--- src/rtl/gnns_pkg.sv ---
// Shared types and constants for the graph node table with nearest-node search.
// Holds command and status codes, field widths and the distance-unit request struct.
// No dependencies.
`default_nettype none

package gnns_pkg;

    // Default table size
    localparam int MAX_NODES_DEF = 64;

    // Field widths
    localparam int CMD_W      = 2;
    localparam int POS_W      = 16;
    localparam int IDX_PORT_W = 6;
    localparam int WGT_W      = 16;
    localparam int EW_W       = 15;
    localparam int DIST_W     = 33;
    localparam int STATUS_W   = 2;

    // Last drain cycle after the final node leaves the ring; by then the distance pipeline
    // has settled its best result.
    localparam logic [1:0] DRAIN_LAST = 2'd2;

    typedef enum logic [CMD_W-1:0] {
        CMD_ADD       = 2'd0,
        CMD_SET_EDGE  = 2'd1,
        CMD_FIND      = 2'd2,
        CMD_READ_EDGE = 2'd3
    } t_cmd;

    typedef enum logic [STATUS_W-1:0] {
        ST_OK    = 2'd0,
        ST_FULL  = 2'd1,
        ST_BAD   = 2'd2,
        ST_EMPTY = 2'd3
    } t_status;

    // One node handed from the head of the ring to the distance unit
    typedef struct packed {
        logic                    valid;
        logic                    first;
        logic signed [POS_W-1:0] qx;
        logic signed [POS_W-1:0] qy;
        logic signed [POS_W-1:0] nx;
        logic signed [POS_W-1:0] ny;
    } t_dist_req;

endpackage

`default_nettype wire

--- src/rtl/gnns_dist.sv ---
// Pipelined squared-distance and running-minimum unit for the nearest search.
// Three stages: absolute differences, squares, sum and compare. Uses gnns_pkg.
`default_nettype none

module gnns_dist #(
    parameter int MAX_NODES = gnns_pkg::MAX_NODES_DEF,
    localparam int IW       = (MAX_NODES > 1) ? $clog2(MAX_NODES) : 1
) (
    input  logic                              i_clk,
    input  logic                              i_rst_n,
    input  gnns_pkg::t_dist_req               i_req,
    output logic [IW-1:0]                     o_best_idx,
    output logic [gnns_pkg::DIST_W-1:0]       o_best_dist
);
    import gnns_pkg::*;

    localparam int SQ_W = 2 * POS_W;

    logic signed [POS_W:0]   w_dx;
    logic signed [POS_W:0]   w_dy;
    logic [POS_W-1:0]        w_adx;
    logic [POS_W-1:0]        w_ady;
    logic [SQ_W-1:0]         w_sqx;
    logic [SQ_W-1:0]         w_sqy;
    logic [DIST_W-1:0]       w_sum;
    logic [IW-1:0]           w_cur_idx;

    logic                    r1_valid;
    logic                    r1_first;
    logic [POS_W-1:0]        r1_adx;
    logic [POS_W-1:0]        r1_ady;
    logic                    r2_valid;
    logic                    r2_first;
    logic [SQ_W-1:0]         r2_sqx;
    logic [SQ_W-1:0]         r2_sqy;
    logic [DIST_W-1:0]       r_best;
    logic [IW-1:0]           r_best_idx;
    logic [IW-1:0]           r_cnt;

    // Stage 1: absolute coordinate differences
    assign w_dx  = {i_req.qx[POS_W-1], i_req.qx} - {i_req.nx[POS_W-1], i_req.nx};
    assign w_dy  = {i_req.qy[POS_W-1], i_req.qy} - {i_req.ny[POS_W-1], i_req.ny};
    assign w_adx = w_dx[POS_W] ? POS_W'(-w_dx) : w_dx[POS_W-1:0];
    assign w_ady = w_dy[POS_W] ? POS_W'(-w_dy) : w_dy[POS_W-1:0];

    // Stage 2: squares
    assign w_sqx = r1_adx * r1_adx;
    assign w_sqy = r1_ady * r1_ady;

    // Stage 3: sum, the node index counts up from the first node
    assign w_sum     = {1'b0, r2_sqx} + {1'b0, r2_sqy};
    assign w_cur_idx = r2_first ? '0 : r_cnt;

    // Advance the pipeline valid flags
    always_ff @(posedge i_clk) begin
        if (!i_rst_n) begin
            r1_valid <= 1'b0;
            r2_valid <= 1'b0;
        end else begin
            r1_valid <= i_req.valid;
            r2_valid <= r1_valid;
        end
    end

    // Hold payload and the running minimum; a tie goes to the later node
    always_ff @(posedge i_clk) begin
        r1_first <= i_req.first;
        r1_adx   <= w_adx;
        r1_ady   <= w_ady;
        r2_first <= r1_first;
        r2_sqx   <= w_sqx;
        r2_sqy   <= w_sqy;
        if (r2_valid) begin
            if (r2_first || w_sum <= r_best) begin
                r_best     <= w_sum;
                r_best_idx <= w_cur_idx;
            end
            r_cnt <= w_cur_idx + IW'(1);
        end
    end

    assign o_best_idx  = r_best_idx;
    assign o_best_dist = r_best;

endmodule

`default_nettype wire

--- config.mk ---
export PLATFORM = sky130hd
export DESIGN_NAME = gnns_dist
export DESIGN_NICKNAME = d
export VERILOG_FILES = /design/src/rtl/gnns_pkg.sv /design/src/rtl/gnns_dist.sv
export SDC_FILE = /design/constraint.sdc
export NUM_CORES = 1
export LEC_CHECK = 0
export ABC_AREA = 1
export BUFFER_PORTS_ARGS = -buffer_cell sky130_fd_sc_hd__buf_2
export CAP_MARGIN = 15
export CORE_ASPECT_RATIO = 1.5
export CORE_UTILIZATION = 65
export DETAILED_ROUTE_END_ITERATION = 10
export GPL_TIMING_DRIVEN = 0
export PLACE_DENSITY = 0.84
export SYNTH_ARGS = -nofsm -noshare
export SYNTH_HDL_FRONTEND = slang
export SYNTH_SLANG_ARGS = --single-unit
export TNS_END_PERCENT = 50
--- constraint.sdc ---
create_clock -name i_clk -period 6.7 [get_ports i_clk]
set_input_delay 0.335 -clock i_clk [delete_from_list [all_inputs] [get_ports i_clk]]
set_output_delay 0.335 -clock i_clk [all_outputs]
set_load 0.1 [all_outputs]
Word level (Yosys, flattened, before mapping). Cells that the tools add are included.

Register bits: 145. Input port bits: 68. Output and inout bits: 39. Word-level logic and storage cells: 25.

Add/subtract/negate cells: 6. Multiply operators: 2. Magnitude comparators: 1. Mux-type cells: 3. Reduce and logical (&&, ||, !) cells: 2.

Operators by type and width (number): multiplier 16 x 16 -> 32 bit (2); subtractor 16 x 16 -> 17 bit (2); adder 32 x 32 -> 33 bit (1); <= comparator 33 bit (1); 2-to-1 mux 16 bit (2); negation 16 bit (2); adder 6 x 1 -> 6 bit, second input constant (1); 2-to-1 mux 6 bit (1); AND reduction 2 bit (1); logical OR 1 bit (1).

Longest topological paths before layout. Gate-level depths: netlist of the first run.

Depth after elaboration: 4. Depth in mapped cells: 28. Depth with buffers taken out: 26.

Least setup slack after synthesis of the first run. Ideal clock, no wire load.

Path type: reg2reg. From: register r2_sqx[3]. To: register r_best[0], in the netlist o_best_dist[0] (enable). Library setup time: 495 ps. Arrival: 5406 ps. Required time: 6205 ps. Setup slack: 799 ps. Cell stages (with the launch flop): 23. Buffers on the path: 0. Clock period less this slack: 5901 ps. Path through: dfxtp_1 -> ha_1 -> nand2_1 -> inv_1 -> nor2_1 -> o21ai_2 -> nand2_1 -> nand2_1 -> a21oi_1 -> inv_1 -> nand2_1 -> o211ai_1 -> nand2_1 -> nand2_1 -> ha_1 -> nand2_1 -> inv_1 -> nand3_1 -> nor2_1 -> inv_1 -> nor3_1 -> a21oi_1 -> a21boi_0.

Word-level cells in the longest chain between the ends: 4.

RTL lines: from (decl) (line gnns_dist.sv:34) `logic [SQ_W-1:0] r2_sqx;`; from (signal assigned) (line gnns_dist.sv:71) `r2_sqx <= w_sqx;`; adder 32 x 32 -> 33 bit (line gnns_dist.sv:51) `assign w_sum = {1'b0, r2_sqx} + {1'b0, r2_sqy};`; via w_sum[32] (line gnns_dist.sv:25) `logic [DIST_W-1:0] w_sum;`; <= comparator 33 bit (line gnns_dist.sv:74) `if (r2_first || w_sum <= r_best) begin`; logical OR 1 bit (line gnns_dist.sv:74); AND reduction 2 bit (no source line); to (signal assigned) (line gnns_dist.sv:75) `r_best <= w_sum;`; to (decl) (line gnns_dist.sv:36) `logic [DIST_W-1:0] r_best;`.

The timed path passes the listed nets, and every way through them passes these cells. A chain may end at the register's enable or synchronous reset.

Worst setup path after layout of the first run.
From: register r1_ady[12]. To: register r2_sqy[28].

Word-level cells in the longest chain between the ends: 1.

RTL lines: from (decl) (line gnns_dist.sv:31) `logic [POS_W-1:0] r1_ady;`; from (signal assigned) (line gnns_dist.sv:69) `r1_ady <= w_ady;`; multiplier 16 x 16 -> 32 bit (line gnns_dist.sv:48) `assign w_sqy = r1_ady * r1_ady;`; via w_sqy[28] (line gnns_dist.sv:24) `logic [SQ_W-1:0] w_sqy;`; to (signal assigned) (line gnns_dist.sv:72) `r2_sqy <= w_sqy;`; to (decl) (line gnns_dist.sv:35) `logic [SQ_W-1:0] r2_sqy;`.

The timed path passes the listed nets, and every way through them passes these cells.

==> metrics.md, run 1 <==
| Metric | Value |
|---|---|
| Clock Path Buffers | 2 |
| Unrepaired setup endpoints after global routing | yes |
| R2R cell count | 24 |
| Final WS setup | 252 ps |
| DR pass1 iterations | 6 |
| Die H | 236 um |
| Gp weighted congestion | 0.971 |
| Kind of end point of the critical path | flop |
| DRT iter0 DRCs | 954 |
| Initial antenna violation count | 0 |
| Count of pins over their slew limit | 0 |
| ANT nets after route | 0 |
| Residual DRC count | 0 |
| Most common cell after layout, fill and taps aside | inv_1 |
| PortBufs | 106 |
| GRT Total Usage | 0.325 |
| Area growth syn-to-layout | 7.57% |
| Vias after detailed routing | 19500 |
| Seq/Total Area, Yosys | 0.140 |
| Normalized max-slew margin | 0.537 |
| Tcrit/Tclk final | 0.962 |
| Row count | 85 |
| Hold path depth | 3 |
| Final hold violation count | 0 |
| Chip width | 158 um |
| Multi-input logic area | 17000 um2 |
| Clock sink count | 143 |
| Yosys top cell area share | 0.276 |
| Fraction of layout cells with a size suffix above 1 | 0.0710 |
| DIE AREA | 37200 um2 |
| Diode count | 0 |
| Vias per cell | 5.36 |
| Crit path time final | 6450 ps |
| Sequential cell area | 3310 um2 |
| DR WL/cell | 15.5 um |
| Max cap viols | 0 |
| Crit Path Max Fanout | 10 |
| Initial core utilization | 0.660 |
| Critical path class | flop to flop |
| Worst path required time | 7040 ps |
| Top cells by area, synth | fa_1, ha_1, inv_1 |
| Critical path arrival | 6790 ps |
| Htree depth | 4 |
| Worst hold path type | input pin to flop |
| Yosys top cell by area | fa_1 |
| Syn nets | 3712 |
| Clk root buf | clkbuf_16 |
| FILL cells | 2868 |
| Global-route wire length before repair | 94.2 mm |
| Final setup fails | 0 |
| I/O pin cnt | 107 |
| Unique masters post-synth | 44 |
| Largest net degree at the start of global routing | 21 |
| Startpoint types | flop |
| Post-Syn Area | 23600 um2 |
| Post-CTS setup buffer count | 0 |
| Clock transition at the registers of the reported paths | 70 ps |
| Nets | 3839 |
| Gate Count Post-Synth | 3015 |
| Seq cells post-synth | 143 |
| YS warnings | 0 |
| Status | complete, no violations |
| Total Routed Length | 56.3 mm |
| Place WS | 115 ps |
| Skew-Pair Late Insertion Delay | 450 ps |
| Most frequent cells in the layout | inv_1, nand2_1, fa_1, ha_1, nor2_1 |
| Vias in the first global route | 20900 |
| Max Fclk | 155 MHz |
| Worst slew pin tran | 695 ps |
| Clk_skew | 14.9 ps |
| Core area | 35800 um2 |
| Post-synthesis average cell area | 7.84 um2 |
| Total CTS buffers | 17 |
| Total congestion overflow | 0 |
| Post-DP HPWL | 48.5 mm |
| CTS tree | done |
registers in the layout, indices dropped and copies added (netlist names):
signal,flops
r2_first,1
r2_sqy,31
r1_adx,16
r_cnt,6
o_best_dist,33
r2_valid,1
o_best_idx,6
r2_sqx,31
r1_valid,1
r1_ady,16
r1_first,1
area by class of cell:
class / count / share of cell area
Clock buffer: 17 / 0.0167
Inverter: 822 / 0.121
Timing Repair Buffer: 108 / 0.0223
Clock inverter: 15 / 0.00669
Buffer: 62 / 0.0104
Sequential cell: 143 / 0.130
Tap cell: 478 / 0.0235
Multi-Input combinational cell: 1988 / 0.669
stage by stage:
step,setup TNS (ps),hold WS [ps],utilization,std cells,instance area (um2)
6_report,0,60.2,0.710,3633,25400
5_1_grt,-33.8,68.9,0.710,3633,25400
4_1_cts,0,44.2,0.709,3633,25400
3_5_place_dp,0,319,0.692,3600,24800
3_3_place_gp,-28180,313,0.691,3599,24800
2_1_floorplan,0,310,-,3015,23600
synth_stat cells, drive strengths merged:
cell type    n
or2          5
o221a        1
o31ai        1
and2         4
nand4       22
nand3b       6
o221ai       2
ha         303
edfxtp      45
clkbuf      60
o21a         7
inv        822
buf          2
xnor2       39
fa         326
a31oi       10
a31o         2
o21bai       8
dfxtp       98
o21ai       59
nor3        22
a21boi       3
a21o        13
nor4         1
nor2       166
a21oi      136
nand2      667
a211oi       3
xor2        90
a221oi       2
o211ai       8
nand3       82
final timing paths:
kind,startpoint,endpoint,slack (ps)
max,r1_ady[12],r2_sqy[28],250
min,i_req[65],r1_valid,60
max reg2reg,r1_ady[12],r2_sqy[28],250
min reg2reg,r1_first,r2_first,330
per-layer routing:
layer | vias up | GRT usage | wire, um
met5 | - | 0 | 0
met4 | 0 | 0.224 | 3780
met3 | 268 | 0.0455 | 2700
met2 | 677 | 0.604 | 30200
met1 | 9251 | 0.326 | 19600
li1 | 9272 | - | -
logic make-up after synthesis:
group	synth area share
xor gates and xnor gates	0.0491
adders and majority gates	0.436
DFF	0.140
buffers and inverters	0.141
AOI/OAI and AO/OA	0.0609
and+or+nand+nor	0.172
worst max-delay path, cell delays in order, from the launching register on:
cell and delay, ps:
dfxtp_1 310, clkbuf_1 510, clkbuf_1 530, nand2_1 220
fa_1 550, inv_1 70, fa_1 540, fa_1 450
fa_1 510, fa_1 490, inv_1 50, fa_1 480
inv_1 40, ha_1 340, a21oi_1 210, o21ai_0 110
inv_1 70, nor2_1 40, nor2_1 120, nand3_1 210
a21o_1 240, nand2_1 80, nand2_1 50, nand2_1 60
nand2_1 40
what timing repair did:
action | in CTS | in global routing
gates resized for setup | 0 | 28
endpoints found under the setup margin | 0 | 15
hold endpoints to repair | 1 | 0
hold buffers | 1 | 0
Power of run 1 is left out: the tool's default activity adds up to more than one toggle a clock period on the data nets, which glitch-free logic cannot reach.
==> inputs of run 2 (changes only) <==
ABC_AREA = 0   (was 1)
==> run 2 against run 1 <==
Net effect:
- via count is 11% lower
- fmax is 0.87% lower
- worst hold slack better by 22 ps
- register-to-register slack worse by 60 ps
- sequential share of layout area is 0.67 points higher
- synthesized cell count is 18% lower
- first-iteration DRC count is 13% lower
- non-clock buffer count is 12 lower
- design area is 4.6% lower
- area after synthesis is 5.4% lower
- clock skew hardly changed
- highest routed layer unchanged
==> metrics.md, run 2 <==
| Metric | Value |
|---|---|
| Post-DP HPWL | 44.1 mm (-9.1%) |
| Yosys top cell by area | fa_1 |
| Critical path class | flop to flop |
| Number of synthesized flops with an enable pin | 45 (unchanged) |
| Total Routed Length | 52.5 mm (-6.7%) |
| Count of pins over their slew limit | 0 (unchanged) |
| Crit path time final | 6500 ps (+56.6 ps) |
| Clock transition at the registers of the reported paths | 70 ps (about the same) |
| CP dominant cell by count | fa_1 |
| Main combinational cell family by area after synthesis | adder cells |
| Seq/Total Area, Yosys | 0.148 (+0.00798) |
| Post-Syn Area | 22400 um2 (-5.4%) |
| Final WS setup | 195 ps (-56.6 ps) |
| Seq cells post-synth | 143 (unchanged) |
| DR WL/cell | 17.3 um (+12%) |
| Final hold violation count | 0 (unchanged) |
| Critical path arrival | 6870 ps (+80 ps) |
| DIE AREA | 35200 um2 (-5.3%) |
| ANT nets after route | 0 (unchanged) |
| Max reg flops | 33 (unchanged) |
| Top FF cell, synth | dfxtp_1 |
| Synth Area in Adders | 0.461 (+0.0249) |
| Syn nets | 3170 (-15%) |
| Final setup fails | 0 (unchanged) |
| Gate Count Post-Synth | 2473 (-18%) |
| FILL cells | 2457 (-14%) |
| Worst slew pin tran | 995 ps (+300 ps) |
| Skew-Pair Late Insertion Delay | 450 ps (about the same) |
| Initial core utilization | 0.665 (+0.00504) |
| CTS tree | done |
| Clk_skew | 14.6 ps (-0.298 ps) |
| Core area | 33700 um2 (-6.1%) |
| Slowest cell on crit path | dfxtp_1 |
| Htree depth | 4 (unchanged) |
| Crit Path Max Fanout | 10 (unchanged) |
| XOR/XNOR Fraction of Synth Area | 0.0564 (+0.00732) |
| Most common cell after layout, fill and taps aside | inv_1 |
| Vias after detailed routing | 17300 (-11%) |
| Yosys top cell area share | 0.292 (+0.0157) |
| DRT iter0 DRCs | 830 (-13%) |
| Compound-Gate Fraction of Synth Area | 0.101 (+0.0405) |
| Vias per cell | 5.71 (+6.5%) |
| Global-route wire length before repair | 87.0 mm (-7.6%) |
| Initial antenna violation count | 0 (unchanged) |
| I/O pin cnt | 107 (unchanged) |
| Nets | 3300 (-14%) |
| Kind of end point of the critical path | flop |
| Mux contribution to synthesized area | 0.00145 (+0.00145) |
| Simple logic cell fraction of the synthesized area | 0.122 (-0.0501) |
| Total congestion overflow | 0 (unchanged) |
| Clock sink count | 143 (unchanged) |
| Residual DRC count | 0 (unchanged) |
| Clk root buf | clkbuf_16 |
| Tcrit/Tclk final | 0.971 (+0.00845) |
| GRT Total Usage | 0.314 (-0.0108) |
| Fraction of layout cells with a size suffix above 1 | 0.0894 (+0.0185) |
| Worst path cell trace | clkbuf_2, nand2_1, fa_1, fa_1, inv_1, fa_1, fa_1, fa_1, inv_1, fa_1, inv_1, ha_1, a21oi_1, nand2b_1, o21ai_0, a21oi_1, o21ai_2, o21ai_0, a211oi_1, xnor2_1 |
| Worst hold path type | input pin to flop |
| WP buf/inv | 4 (-2) |
| Status | complete, no violations |
| CP peak stage delay | 530 ps (-20 ps) |
| PortBufs | 106 (unchanged) |
| Gp weighted congestion | 0.996 (+2.5%) |
| Ys async rst share | 0 (unchanged) |
| Worst path required time | 7070 ps (+30 ps) |
| Normalized max-slew margin | 0.330 (-0.207) |
| Multi-input logic area | 16800 um2 (-1.5%) |
| Clock Path Buffers | 2 (unchanged) |
| Total CTS buffers | 17 (unchanged) |
| Max Fclk | 154 MHz (-0.87%) |
| DR pass1 iterations | 5 (-1) |
| Place WS | -936 ps (-1050 ps) |
| Row count | 82 (-3.5%) |
| Chip width | 153 um (-2.7%) |
| YS warnings | 0 (unchanged) |
| Area growth syn-to-layout | 8.47% |
| Largest net degree at the start of global routing | 21 (unchanged) |
| Most frequent cell after synthesis | inv_1 |
| Sequential cell area | 3320 um2 (+0.34%) |
| Post-synthesis average cell area | 9.04 um2 (+15%) |
| Max cap viols | 0 (unchanged) |
| Most frequent cells in the layout | inv_1, fa_1, ha_1, nand2_1, buf_2 |
| Startpoint types | flop |
| Vias in the first global route | 18900 (-9.4%) |
| Top cells by area, synth | fa_1, ha_1, inv_1 |
| Unique masters post-synth | 71 (+61%) |
| Synth top cells by count | inv_1, fa_1, ha_1, nand2_1, nor2_1 |
| Die H | 229 um (-2.7%) |
| Crit-path leading delay family | adder cells |
## run 2: what timing repair did
action                     in CTS  in global routing
gates resized for setup        35                 68
hold endpoints to repair        1                  0
setup endpoints to repair      23                 19
setup buffers                   1                  5
pin swaps                       3                  2
cloned                          0                  0
hold buffers                    1                  0
## run 2: stage by stage
step	std cells	hold slack, ps	area, um2	setup TNS, ps	util
floorplan	2473	310	22400	0	-
global placement	2999	315	23400	-5490	0.696
detailed placement	3000	325	23400	-8150	0.697
CTS	3032	71.5	24100	0	0.716
global route	3036	75.7	24300	-8.63	0.721
finish	3037	82.2	24300	0	0.721
## run 2: final cells by class
class,count,area share
multi-input cells,1683,0.690
flip-flops and latches,143,0.137
inverters,600,0.0928
repair buffers,114,0.0250
well taps,420,0.0217
clock buffers,19,0.0183
plain buffers,44,0.00954
clock inverters,13,0.00526
diodes,1,0.000103
## run 2: path summary, 6_finish.rpt
path / from / end / slack, ps / cells after the start
max: r1_ady[8] / r2_sqy[30] / 200 / 20
min: i_req[65] / r1_valid / 80 / 2
max reg2reg: r1_ady[8] / r2_sqy[30] / 200 / 20
min reg2reg: r1_first / r2_first / 330 / 0
## run 2: cell families after synthesis
family,count (synthesis)
adders and majority gates,629
buffers and inverters,647
and+or+nand+nor,559
AOI/OAI and AO/OA,348
muxes,3
xor gates and xnor gates,144
DFF,143
## run 2: per-layer routing
| metal | vias to the layer above | routed length, um | GRT usage |
|---|---|---|---|
| met2 | 521 | 28800 | 0.609 |
| li1 | 8044 | - | - |
| met5 | - | 0 | 0 |
| met4 | 0 | 3220 | 0.191 |
| met3 | 216 | 2090 | 0.0388 |
| met1 | 8550 | 18400 | 0.315 |
Power of run 2 is left out for the same reason.
