===== config.mk =====
export PLATFORM = sky130hd
export DESIGN_NAME = gnns_cell
export DESIGN_NICKNAME = d
export VERILOG_FILES = /design/src/rtl/gnns_pkg.sv /design/src/rtl/gnns_cell.sv
export SDC_FILE = /design/constraint.sdc
export NUM_CORES = 1
export LEC_CHECK = 0
export ABC_AREA = 1
export BUFFER_PORTS_ARGS = -buffer_cell sky130_fd_sc_hd__buf_4
export CAP_MARGIN = 30
export CORE_MARGIN = 1
export CORE_UTILIZATION = 43
export DETAILED_ROUTE_END_ITERATION = 12
export PLACE_DENSITY = 0.84
export SYNTH_ARGS = -nofsm -noshare
export SYNTH_HDL_FRONTEND = slang
export SYNTH_SLANG_ARGS = --single-unit

===== constraint.sdc =====
create_clock -name i_clk -period 2.4 [get_ports i_clk]
set_input_delay 0.24 -clock i_clk [delete_from_list [all_inputs] [get_ports i_clk]]
set_output_delay 0.24 -clock i_clk [all_outputs]
set_load 0.03 [all_outputs]

===== src/rtl/gnns_pkg.sv =====
// Shared types and constants for the graph node table with nearest-node search.
// Holds command and status codes, field widths and the distance-unit request struct.
// No dependencies.
`default_nettype none

package gnns_pkg;

    // Default table size
    localparam int MAX_NODES_DEF = 64;

    // Field widths
    localparam int CMD_W      = 2;
    localparam int POS_W      = 16;
    localparam int IDX_PORT_W = 6;
    localparam int WGT_W      = 16;
    localparam int EW_W       = 15;
    localparam int DIST_W     = 33;
    localparam int STATUS_W   = 2;

    // Last drain cycle after the final node leaves the ring; by then the distance pipeline
    // has settled its best result.
    localparam logic [1:0] DRAIN_LAST = 2'd2;

    typedef enum logic [CMD_W-1:0] {
        CMD_ADD       = 2'd0,
        CMD_SET_EDGE  = 2'd1,
        CMD_FIND      = 2'd2,
        CMD_READ_EDGE = 2'd3
    } t_cmd;

    typedef enum logic [STATUS_W-1:0] {
        ST_OK    = 2'd0,
        ST_FULL  = 2'd1,
        ST_BAD   = 2'd2,
        ST_EMPTY = 2'd3
    } t_status;

    // One node handed from the head of the ring to the distance unit
    typedef struct packed {
        logic                    valid;
        logic                    first;
        logic signed [POS_W-1:0] qx;
        logic signed [POS_W-1:0] qy;
        logic signed [POS_W-1:0] nx;
        logic signed [POS_W-1:0] ny;
    } t_dist_req;

endpackage

`default_nettype wire


===== src/rtl/gnns_cell.sv =====
// One node cell of the position ring: holds x and y of one node.
// Loads a new node or takes its neighbor's node; uses gnns_pkg.
`default_nettype none

module gnns_cell (
    input  logic                              i_clk,
    input  logic                              i_load,
    input  logic                              i_shift,
    input  logic signed [gnns_pkg::POS_W-1:0] i_load_x,
    input  logic signed [gnns_pkg::POS_W-1:0] i_load_y,
    input  logic signed [gnns_pkg::POS_W-1:0] i_next_x,
    input  logic signed [gnns_pkg::POS_W-1:0] i_next_y,
    output logic signed [gnns_pkg::POS_W-1:0] o_x,
    output logic signed [gnns_pkg::POS_W-1:0] o_y
);
    import gnns_pkg::*;

    logic signed [POS_W-1:0] r_x;
    logic signed [POS_W-1:0] r_y;

    // Load a new node, or advance the ring by one place
    always_ff @(posedge i_clk) begin
        if (i_load) begin
            r_x <= i_load_x;
            r_y <= i_load_y;
        end else if (i_shift) begin
            r_x <= i_next_x;
            r_y <= i_next_y;
        end
    end

    assign o_x = r_x;
    assign o_y = r_y;

endmodule

`default_nettype wire


* After elaboration in Yosys (flattened, before gate mapping)
Index checks and enable logic that the tools add are counted.
Cells by class: mux-type cells 4, reductions and logical operators 1
Operators by type and width (count):
- 2-to-1 mux 16 bit | 4
- nonzero test 2 bit | 1
Storage, ports and cells: register bits after elaboration 32, output and inout port bits 32, word-level logic and storage cells 7

* Depth between registers and ports, before layout
Gate-level depths: netlist (run 1).
word-level depth 2, gate-level depth with buffers 5, gate-level depth less buffers 3

* Worst setup path after synthesis (run 1)
No wires, ideal clock.
kind input to register, start point in i_load, end point reg r_x[0] (netlist: o_x[0]), enable pin, setup time 329 ps, arrival 871 ps, path slack 1200 ps, stages on the path 2, cells stage by stage buf_6 > or2_2
Between the ends: cells in the longest elaborated chain, start to end 1
RTL lines:
- from (decl) | line gnns_cell.sv:7 | input logic i_load,
- nonzero test 2 bit (no line)
- to (signal assigned) | line gnns_cell.sv:24 | r_x <= i_load_x;
- to (signal assigned) | line gnns_cell.sv:27 | r_x <= i_next_x;
- to (decl) | line gnns_cell.sv:18 | logic signed [POS_W-1:0] r_x;
No other way between the ends. A chain may end at the register's enable or synchronous reset.

* Worst setup path after layout (run 1)
start point in i_load, end point reg r_x[6] (netlist: o_x[6]), enable pin
The elaborated chain is that of the path after synthesis.

==> results of run 1 <==
## cell type report
| class | instances | share of cell area (%) |
|---|---|---|
| Multi-Input combinational cell | 97 | 16.9 |
| Clock buffer | 7 | 2.07 |
| Timing Repair Buffer | 98 | 33.9 |
| Clock inverter | 1 | 0.173 |
| Inverter | 1 | 0.288 |
| Sequential cell | 32 | 44.2 |
| Tap cell | 44 | 2.53 |
## metrics by stage
step	power [µW]	setup WS (ps)	util (%)	cell area, µm²
6_report	1340	1140	70.6	2170
5_1_grt	1410	1070	70.6	2170
4_1_cts	1360	1130	70.6	2170
3_5_place_dp	1080	788	69.0	2120
3_3_place_gp	1080	821	69.0	2120
2_1_floorplan	910	1200	-	1400
## routing by layer
layer	track usage, %	routed length (µm)	vias to the layer above
li1	-	-	631
met1	20.9	1160	529
met2	34.3	1620	68
met3	8.08	287	0
met4	8.16	0	0
met5	0	0	-
## layout by cell type (no fill, tap or decap), drive strengths merged
| cell type | n |
|---|---|
| clkbuf | 7 |
| edfxtp | 32 |
| buf | 98 |
| inv | 1 |
| or2 | 1 |
| clkinv | 1 |
| nand2 | 96 |
## synthesized netlist by cell type, drive strengths merged
| cell | instances | area (µm²) |
|---|---|---|
| buf | 7 | 67.6 |
| edfxtp | 32 | 961 |
| inv | 1 | 6.26 |
| nand2 | 96 | 360 |
| or2 | 1 | 6.26 |
## cell families (layout without fill, tap and decap cells)
| family | Yosys count | after routing | synth area share [%] |
|---|---|---|---|
| simple gates | 97 | 97 | 26.2 |
| flops | 32 | 32 | 68.6 |
| buf+inv | 8 | 107 | 5.27 |
## path summary, 6_finish.rpt
check	end	slack (ps)	cells past startpoint
worst max-delay path	o_x[6]$_DFFE_PP_	1140	2
worst min-delay path	o_y[1]$_DFFE_PP_	180	3
## report_power, final
group	switching [µW]	total, µW	internal [µW]
registers	15.7	701	686
logic	208	367	159
clock network	161	274	112
total	385	1340	957
## registers in the layout (all words and copies together), names as in the netlist
name / count
o_x: 16
o_y: 16
==> flow_results.xml, run 1 <==
<?xml version="1.0" encoding="UTF-8"?>
<metrics>
  <group name="outcome">
    <metric name="result_of_the_run" unit="">completed</metric>
  </group>
  <group name="clock_network">
    <metric name="cts.hold.buffers_added" unit="">0</metric>
    <metric name="tritoncts" unit="">done</metric>
    <metric name="postCtsSetupBuffers" unit="">0</metric>
    <metric name="worst_setup_hold_path_clk_slew" unit="ps">90</metric>
    <metric name="htree_num_levels" unit="">2</metric>
    <metric name="cts-resized-gates" unit="">0</metric>
    <metric name="cts_root_buffer" unit="">clkbuf_4</metric>
    <metric name="cts_made_buffers" unit="">5</metric>
    <metric name="clock-sinks" unit="">32</metric>
    <metric name="clock_tree_buffer_depth" unit="">2</metric>
  </group>
  <group name="finish">
    <metric name="final_layout_size_suffix_gt1_share" unit="%">44.5</metric>
    <metric name="num-nets-final" unit="">302</metric>
    <metric name="register_area" unit="µm²">961</metric>
    <metric name="instances_no_fill" unit="">280</metric>
    <metric name="flow.area_growth_from_synthesis" unit="%">55.1</metric>
    <metric name="layout.filler_cells" unit="">251</metric>
    <metric name="inserted_diodes" unit="">0</metric>
    <metric name="multi_input_comb_area" unit="µm²">367</metric>
  </group>
  <group name="yosys">
    <metric name="synth-seq-area-share" unit="%">68.6</metric>
    <metric name="yosys_warnings" unit="">0</metric>
    <metric name="post_synth_instance_area" unit="µm²">1400</metric>
    <metric name="syn-instance-count" unit="">137</metric>
    <metric name="synthesis.area_per_instance" unit="µm²">10.2</metric>
    <metric name="syn-num-nets" unit="">204</metric>
    <metric name="netlist-cell-type-count" unit="">6</metric>
    <metric name="postSynthRegisterBits" unit="">32</metric>
  </group>
  <group name="floorplan">
    <metric name="die-width" unit="µm">59.1</metric>
    <metric name="floorplan.core_area" unit="µm²">3080</metric>
    <metric name="die_area" unit="µm²">3490</metric>
    <metric name="ios" unit="">99</metric>
    <metric name="std_cell_rows" unit="">20</metric>
    <metric name="die_extent_in_y" unit="µm">59.1</metric>
    <metric name="floorplan.initialDensity" unit="%">45.5</metric>
  </group>
  <group name="power_and_ir_drop">
    <metric name="cellLeakagePower" unit="µW">0.00112</metric>
    <metric name="ir_worst_vdd" unit="mV">0.342</metric>
    <metric name="power-per-cell-area" unit="nW/µm²">618</metric>
  </group>
  <group name="routing">
    <metric name="routed_wirelength" unit="mm">3.07</metric>
    <metric name="post_drt_wl_per_cell" unit="µm">11.0</metric>
    <metric name="drcViolationCount" unit="">0</metric>
    <metric name="route.vias.total" unit="">1228</metric>
    <metric name="drt.antenna.violating_nets" unit="">0</metric>
    <metric name="drt-initial-drc-count" unit="">58</metric>
    <metric name="detail_route.vias_per_cell" unit="">4.39</metric>
    <metric name="drtPass1Iterations" unit="">4</metric>
  </group>
  <group name="worst_hold_path">
    <metric name="hold_class" unit="">input port to flop</metric>
    <metric name="timing.hold.worst.start" unit="">i_next_y[1]</metric>
  </group>
  <group name="global_route">
    <metric name="grt_use_total" unit="%">19.6</metric>
    <metric name="antenna_found_initial" unit="">0</metric>
    <metric name="grt_pass1_wl" unit="mm">4.91</metric>
    <metric name="grt_pass1_vias" unit="">1161</metric>
    <metric name="grt_overflow" unit="">0</metric>
    <metric name="grt_start_max_net_pins" unit="">35</metric>
  </group>
  <group name="placed_design">
    <metric name="gpl.final_weighted_congestion" unit="">0.714</metric>
    <metric name="detailed_place_hpwl" unit="mm">2.19</metric>
    <metric name="place.port_buffers" unit="">98</metric>
    <metric name="place_inst" unit="">272</metric>
  </group>
  <group name="sta">
    <metric name="period_minus_slack" unit="ps">1260</metric>
    <metric name="finalHoldViolCount" unit="">0</metric>
    <metric name="slew_viol_final" unit="">0</metric>
    <metric name="slew_headroom" unit="%">53.7</metric>
    <metric name="final_clock_period_utilization_by_the_worst_path" unit="%">52.4</metric>
    <metric name="setup-tns-final" unit="ps">0</metric>
    <metric name="setup_viol" unit="">0</metric>
    <metric name="rsz0062_at_grt" unit="">no</metric>
    <metric name="max_freq" unit="GHz">0.796</metric>
    <metric name="worst_pin_slew" unit="ps">695</metric>
    <metric name="hold_slack" unit="ps">181</metric>
  </group>
  <group name="worst_setup_path">
    <metric name="crit_path_start" unit="">i_load</metric>
    <metric name="crit_arrival" unit="ps">1200</metric>
    <metric name="critical_path.n_buffers_inverters" unit="">1</metric>
    <metric name="critical_path_slowest_stage_cell" unit="">or2_2</metric>
    <metric name="worstPathRequired" unit="ps">2350</metric>
    <metric name="cp_slowest_stage_delay" unit="ps">640</metric>
    <metric name="path_cells" unit="">buf_4, or2_2</metric>
    <metric name="timing.critical_path.from_type" unit="">input port</metric>
    <metric name="worstSetupPathType" unit="">input port to flop</metric>
    <metric name="critical_path.top_delay_family" unit="">simple AND/OR/NAND/NOR gates</metric>
    <metric name="cp-end-kind" unit="">flop</metric>
    <metric name="cp_max_fo" unit="">34</metric>
  </group>
  <group name="flow_run">
    <metric name="drv_cap" unit="">0</metric>
  </group>
</metrics>
Note: power is estimated with default switching activity, not from simulation.
==> inputs of run 2 (changes only) <==
--- a/config.mk
+++ b/config.mk
@@ -9,9 +9,9 @@
 export BUFFER_PORTS_ARGS = -buffer_cell sky130_fd_sc_hd__buf_4
 export CAP_MARGIN = 30
 export CORE_MARGIN = 1
-export CORE_UTILIZATION = 43
+export CORE_UTILIZATION = 40
 export DETAILED_ROUTE_END_ITERATION = 12
-export PLACE_DENSITY = 0.84
+export PLACE_DENSITY = 0.78
 export SYNTH_ARGS = -nofsm -noshare
 export SYNTH_HDL_FRONTEND = slang
 export SYNTH_SLANG_ARGS = --single-unit
==> constraint.sdc (replaced) <==
create_clock -name i_clk -period 1.2 [get_ports i_clk]
set_input_delay 0.12 -clock i_clk [delete_from_list [all_inputs] [get_ports i_clk]]
set_output_delay 0.12 -clock i_clk [all_outputs]
set_load 0.03 [all_outputs]
==> flow_results.xml, run 2 (synthesis results as in run 1) <==
<?xml version="1.0" encoding="UTF-8"?>
<metrics>
  <group name="floorplan">
    <metric name="ios" unit="">99</metric>
    <metric name="std_cell_rows" unit="">21</metric>
    <metric name="die-width" unit="µm">61.2</metric>
    <metric name="floorplan.core_area" unit="µm²">3340</metric>
    <metric name="die_area" unit="µm²">3740</metric>
    <metric name="die_extent_in_y" unit="µm">61.2</metric>
    <metric name="floorplan.initialDensity" unit="%">42.0</metric>
  </group>
  <group name="global_route">
    <metric name="grt_pass1_vias" unit="">1250</metric>
    <metric name="grt_use_total" unit="%">19.8</metric>
    <metric name="antenna_found_initial" unit="">0</metric>
    <metric name="grt_pass1_wl" unit="mm">5.14</metric>
    <metric name="grt_overflow" unit="">0</metric>
    <metric name="grt_start_max_net_pins" unit="">33</metric>
  </group>
  <group name="sta">
    <metric name="final_clock_period_utilization_by_the_worst_path" unit="%">84.5</metric>
    <metric name="period_minus_slack" unit="ps">1010</metric>
    <metric name="setup-tns-final" unit="ps">0</metric>
    <metric name="rsz0062_at_grt" unit="">no</metric>
    <metric name="worst_pin_slew" unit="ps">322</metric>
    <metric name="setup_viol" unit="">0</metric>
    <metric name="max_freq" unit="GHz">0.986</metric>
    <metric name="worst_slack" unit="ps">185</metric>
    <metric name="hold_slack" unit="ps">58.7</metric>
    <metric name="slew_viol_final" unit="">0</metric>
    <metric name="finalHoldViolCount" unit="">0</metric>
    <metric name="slew_headroom" unit="%">78.5</metric>
  </group>
  <group name="placed_design">
    <metric name="gpl.final_weighted_congestion" unit="">0.763</metric>
    <metric name="place.port_buffers" unit="">98</metric>
    <metric name="setup_slack_placement" unit="ps">175</metric>
    <metric name="detailed_place_hpwl" unit="mm">2.52</metric>
    <metric name="place_inst" unit="">277</metric>
  </group>
  <group name="worst_setup_path">
    <metric name="worstSetupPathType" unit="">flop to primary output</metric>
    <metric name="cp_slowest_stage_delay" unit="ps">400</metric>
    <metric name="critical_path.n_buffers_inverters" unit="">1</metric>
    <metric name="path_cells" unit="">buf_4</metric>
    <metric name="cp_max_fo" unit="">1</metric>
    <metric name="timing.critical_path.from_type" unit="">flop</metric>
    <metric name="worstPathRequired" unit="ps">1080</metric>
    <metric name="crit_arrival" unit="ps">890</metric>
    <metric name="critical_path_slowest_stage_cell" unit="">edfxtp_1</metric>
    <metric name="cp-end-kind" unit="">primary output</metric>
    <metric name="critical_path.top_delay_family" unit="">flip-flops</metric>
  </group>
  <group name="clock_network">
    <metric name="clock_tree_buffer_depth" unit="">2</metric>
    <metric name="cts_root_buffer" unit="">clkbuf_4</metric>
    <metric name="cts.hold.buffers_added" unit="">0</metric>
    <metric name="cts-resized-gates" unit="">0</metric>
    <metric name="htree_num_levels" unit="">2</metric>
    <metric name="postCtsSetupBuffers" unit="">0</metric>
    <metric name="cts_made_buffers" unit="">5</metric>
    <metric name="worst_setup_hold_path_clk_slew" unit="ps">100</metric>
    <metric name="tritoncts" unit="">done</metric>
    <metric name="clock-sinks" unit="">32</metric>
  </group>
  <group name="outcome">
    <metric name="result_of_the_run" unit="">completed</metric>
  </group>
  <group name="worst_hold_path">
    <metric name="worst_hold_path.endpoint" unit="">o_x[14]$_DFFE_PP_</metric>
    <metric name="hold_class" unit="">input port to flop</metric>
    <metric name="min_delay_path_depth" unit="">3</metric>
    <metric name="timing.hold.worst.start" unit="">i_next_x[14]</metric>
  </group>
  <group name="routing">
    <metric name="post_drt_wl_per_cell" unit="µm">11.9</metric>
    <metric name="routed_wirelength" unit="mm">3.38</metric>
    <metric name="route.vias.total" unit="">1266</metric>
    <metric name="drcViolationCount" unit="">0</metric>
    <metric name="detail_route.vias_per_cell" unit="">4.44</metric>
    <metric name="drt.antenna.violating_nets" unit="">0</metric>
    <metric name="drt-initial-drc-count" unit="">25</metric>
    <metric name="drtPass1Iterations" unit="">3</metric>
  </group>
  <group name="power_and_ir_drop">
    <metric name="power-per-cell-area" unit="nW/µm²">1230</metric>
    <metric name="ir_worst_vdd" unit="mV">0.697</metric>
    <metric name="cellLeakagePower" unit="µW">0.00114</metric>
  </group>
  <group name="finish">
    <metric name="inserted_diodes" unit="">0</metric>
    <metric name="final_cell_mix" unit="">buf_4, nand2_1, edfxtp_1, clkbuf_4, clkbuf_1</metric>
    <metric name="instances_no_fill" unit="">285</metric>
    <metric name="final_layout_size_suffix_gt1_share" unit="%">45.2</metric>
    <metric name="num-nets-final" unit="">305</metric>
    <metric name="most_common_library_cell_in_the_layout_ignoring_fill_and_taps" unit="">buf_4</metric>
    <metric name="flow.area_growth_from_synthesis" unit="%">57.8</metric>
  </group>
  <group name="flow_run">
    <metric name="drv_cap" unit="">0</metric>
  </group>
</metrics>
==> run 2: changes by cell type in the layout (fill, tap and decap cells not counted) <==
cell and change:
buf_12 +1, buf_4 +2
==> run 2: worst max-delay path by stage <==
stage,slack (ps),to,cells after the start,startpoint
2_1_floorplan,120,o_x[0]$_DFFE_PP_,2,i_load
4_1_cts,160,o_y[15],1,o_y[15]$_DFFE_PP_
5_1_grt,120,o_y[15],1,o_y[15]$_DFFE_PP_
3_5_place_dp,180,o_x[10]$_DFFE_PP_,3,i_load
6_report,190,o_y[15],1,o_y[15]$_DFFE_PP_
3_3_place_gp,190,o_y[9]$_DFFE_PP_,3,i_load
==> run 2: layer usage <==
layer	global-route usage, %	wire (µm)	vias up
li1	-	-	638
met1	17.8	1180	558
met2	34.9	1750	62
met3	10.1	352	8
met4	12.3	102	0
met5	0	0	-
==> run 2: tightest hold or removal path, stage by stage <==
cell	delay, ps
buf_4	80
nand2_1	40
nand2_1	40
==> run 2: layout make-up <==
class / count / area (µm²)
well taps: 46 / 57.6
clock inverters: 1 / 3.75
repair buffers: 101 / 771
flip-flops and latches: 32 / 961
inverters: 1 / 6.26
clock buffers: 7 / 45.0
multi-input cells: 97 / 367
fillers: 289 / 1130
==> run 2: report_power, final <==
group / switching (µW) / internal (µW) / total (µW)
clock network: 338 / 225 / 563
logic: 422 / 329 / 751
registers: 33.6 / 1370 / 1400
total: 794 / 1920 / 2720
==> run 2: through the flow <==
step	utilization, %	instance area, µm²	power, µW
floorplan	-	1400	1820
global placement	64.8	2160	2170
detailed placement	64.8	2160	2190
CTS	66.3	2210	2750
global route	66.3	2210	2870
finish	66.3	2210	2720
==> inputs of run 3 (changes only) <==
--- a/config.mk
+++ b/config.mk
@@ -9,9 +9,9 @@
 export BUFFER_PORTS_ARGS = -buffer_cell sky130_fd_sc_hd__buf_4
 export CAP_MARGIN = 30
 export CORE_MARGIN = 1
-export CORE_UTILIZATION = 40
+export CORE_UTILIZATION = 36
 export DETAILED_ROUTE_END_ITERATION = 12
-export PLACE_DENSITY = 0.78
+export PLACE_DENSITY = 0.75
 export SYNTH_ARGS = -nofsm -noshare
 export SYNTH_HDL_FRONTEND = slang
 export SYNTH_SLANG_ARGS = --single-unit
==> constraint.sdc (replaced) <==
create_clock -name i_clk -period 0.8 [get_ports i_clk]
set_input_delay 0.08 -clock i_clk [delete_from_list [all_inputs] [get_ports i_clk]]
set_output_delay 0.08 -clock i_clk [all_outputs]
set_load 0.03 [all_outputs]
==> flow_results.xml, run 3 (synthesis results as in run 1) <==
<?xml version="1.0" encoding="UTF-8"?>
<metrics>
  <group name="outcome">
    <metric name="failed_checks" unit="">setup timing</metric>
    <metric name="result_of_the_run" unit="">finished, violations left</metric>
  </group>
  <group name="finish">
    <metric name="inserted_diodes" unit="">0</metric>
    <metric name="final_cell_mix" unit="">nand2_1, buf_4, edfxtp_1, buf_6, clkbuf_8</metric>
    <metric name="layout.filler_cells" unit="">296</metric>
    <metric name="flow.area_growth_from_synthesis" unit="%">69.6</metric>
    <metric name="most_common_library_cell_in_the_layout_ignoring_fill_and_taps" unit="">nand2_1</metric>
    <metric name="num-nets-final" unit="">305</metric>
    <metric name="final_layout_size_suffix_gt1_share" unit="%">45.8</metric>
    <metric name="final_cell_area" unit="µm²">2380</metric>
  </group>
  <group name="global_route">
    <metric name="antenna_found_initial" unit="">0</metric>
    <metric name="grt_pass1_vias" unit="">1237</metric>
    <metric name="grt_overflow" unit="">0</metric>
    <metric name="grt_use_total" unit="%">17.0</metric>
    <metric name="grt_start_max_net_pins" unit="">33</metric>
    <metric name="grt_pass1_wl" unit="mm">5.27</metric>
  </group>
  <group name="worst_hold_path">
    <metric name="min_delay_path_depth" unit="">3</metric>
    <metric name="hold_class" unit="">input port to flop</metric>
  </group>
  <group name="clock_network">
    <metric name="cts_made_buffers" unit="">5</metric>
    <metric name="tritoncts" unit="">done</metric>
    <metric name="worst_setup_hold_path_clk_slew" unit="ps">60</metric>
    <metric name="clock-sinks" unit="">32</metric>
    <metric name="clock_tree_buffer_depth" unit="">2</metric>
    <metric name="postCtsSetupBuffers" unit="">0</metric>
    <metric name="cts_root_buffer" unit="">clkbuf_8</metric>
    <metric name="htree_num_levels" unit="">2</metric>
  </group>
  <group name="placed_design">
    <metric name="detailed_place.area" unit="µm²">2180</metric>
    <metric name="place.port_buffers" unit="">98</metric>
    <metric name="gpl.final_weighted_congestion" unit="">0.646</metric>
  </group>
  <group name="flow_run">
    <metric name="drv_cap" unit="">0</metric>
  </group>
  <group name="routing">
    <metric name="post_drt_wl_per_cell" unit="µm">11.0</metric>
    <metric name="drt.antenna.violating_nets" unit="">0</metric>
    <metric name="route.vias.total" unit="">1277</metric>
    <metric name="drtPass1Iterations" unit="">4</metric>
    <metric name="routed_wirelength" unit="mm">3.14</metric>
    <metric name="drt-initial-drc-count" unit="">38</metric>
    <metric name="drcViolationCount" unit="">0</metric>
    <metric name="detail_route.vias_per_cell" unit="">4.47</metric>
  </group>
  <group name="power_and_ir_drop">
    <metric name="power-per-cell-area" unit="nW/µm²">1890</metric>
    <metric name="ir_worst_vdd" unit="mV">0.917</metric>
    <metric name="cellLeakagePower" unit="µW">0.00119</metric>
  </group>
  <group name="floorplan">
    <metric name="die_extent_in_y" unit="µm">64.4</metric>
    <metric name="std_cell_rows" unit="">22</metric>
    <metric name="die-width" unit="µm">64.4</metric>
    <metric name="ios" unit="">99</metric>
    <metric name="floorplan.core_area" unit="µm²">3690</metric>
    <metric name="floorplan.initialDensity" unit="%">38.0</metric>
    <metric name="die_area" unit="µm²">4150</metric>
  </group>
  <group name="sta">
    <metric name="final_clock_period_utilization_by_the_worst_path" unit="%">114</metric>
    <metric name="slew_headroom" unit="%">71.1</metric>
    <metric name="worst_slack" unit="ps">-109</metric>
    <metric name="max_freq" unit="GHz">1.10</metric>
    <metric name="finalHoldViolCount" unit="">0</metric>
    <metric name="hold_slack" unit="ps">66.5</metric>
    <metric name="rsz0062_at_grt" unit="">yes</metric>
    <metric name="setup_viol" unit="">32</metric>
    <metric name="worst_pin_slew" unit="ps">433</metric>
    <metric name="period_minus_slack" unit="ps">909</metric>
    <metric name="slew_viol_final" unit="">0</metric>
  </group>
  <group name="worst_setup_path">
    <metric name="critical_path_slowest_stage_cell" unit="">edfxtp_1</metric>
    <metric name="cp_max_fo" unit="">1</metric>
    <metric name="worstPathRequired" unit="ps">720</metric>
    <metric name="critical_path.n_buffers_inverters" unit="">1</metric>
    <metric name="path_cells" unit="">buf_6</metric>
    <metric name="timing.critical_path.from_type" unit="">flop</metric>
    <metric name="crit_arrival" unit="ps">830</metric>
    <metric name="worstSetupPathType" unit="">flop to primary output</metric>
    <metric name="cp_depth" unit="">1</metric>
    <metric name="critical_path.top_delay_family" unit="">flip-flops</metric>
    <metric name="cp-end-kind" unit="">primary output</metric>
    <metric name="cp_slowest_stage_delay" unit="ps">400</metric>
  </group>
</metrics>
run 3: timing repair:
action,in CTS,in global routing
endpoints found under the setup margin,32,32
hold endpoints to repair,0,0
gates resized for setup,32,0
hold buffers,0,0
run 3: cell type report:
| cell class | instances | area (µm²) | share of cell area, % |
|---|---|---|---|
| Multi-Input combinational cell | 97 | 369 | 15.5 |
| Tap cell | 48 | 60.1 | 2.53 |
| Clock buffer | 6 | 72.6 | 3.05 |
| Clock inverter | 1 | 5.00 | 0.211 |
| Timing Repair Buffer | 101 | 903 | 38.0 |
| Inverter | 1 | 6.26 | 0.263 |
| Sequential cell | 32 | 961 | 40.4 |
run 3: layer usage:
| metal | vias up | share of wire, % | global-route usage (%) |
|---|---|---|---|
| met5 | - | 0 | 0 |
| met4 | 0 | 2.2 | 7.50 |
| met3 | 7 | 9.8 | 7.50 |
| met2 | 62 | 51 | 29.2 |
| met1 | 571 | 37 | 17.8 |
| li1 | 637 | - | - |
run 3: stage by stage:
step	instances	setup WS [ps]	setup TNS [ps]	power (µW)	utilization (%)
floorplan	137	-33.8	-1080	2730	-
global placement	279	-114	-6110	3260	59.1
finish	286	-109	-2620	4500	64.5
CTS	286	-117	-3050	4550	64.5
detailed placement	279	-137	-7750	3290	59.1
global route	286	-144	-3670	4710	64.5
run 3: final timing paths:
kind	from	end	slack [ps]
setup / recovery	o_y[3]$_DFFE_PP_	o_y[3]	-110
hold / removal	i_next_y[2]	o_y[2]$_DFFE_PP_	70
run 3: where the power goes:
group,switching [µW],internal [µW]
Sequential,79.3,2070
Clock,526,590
Combinational,628,610
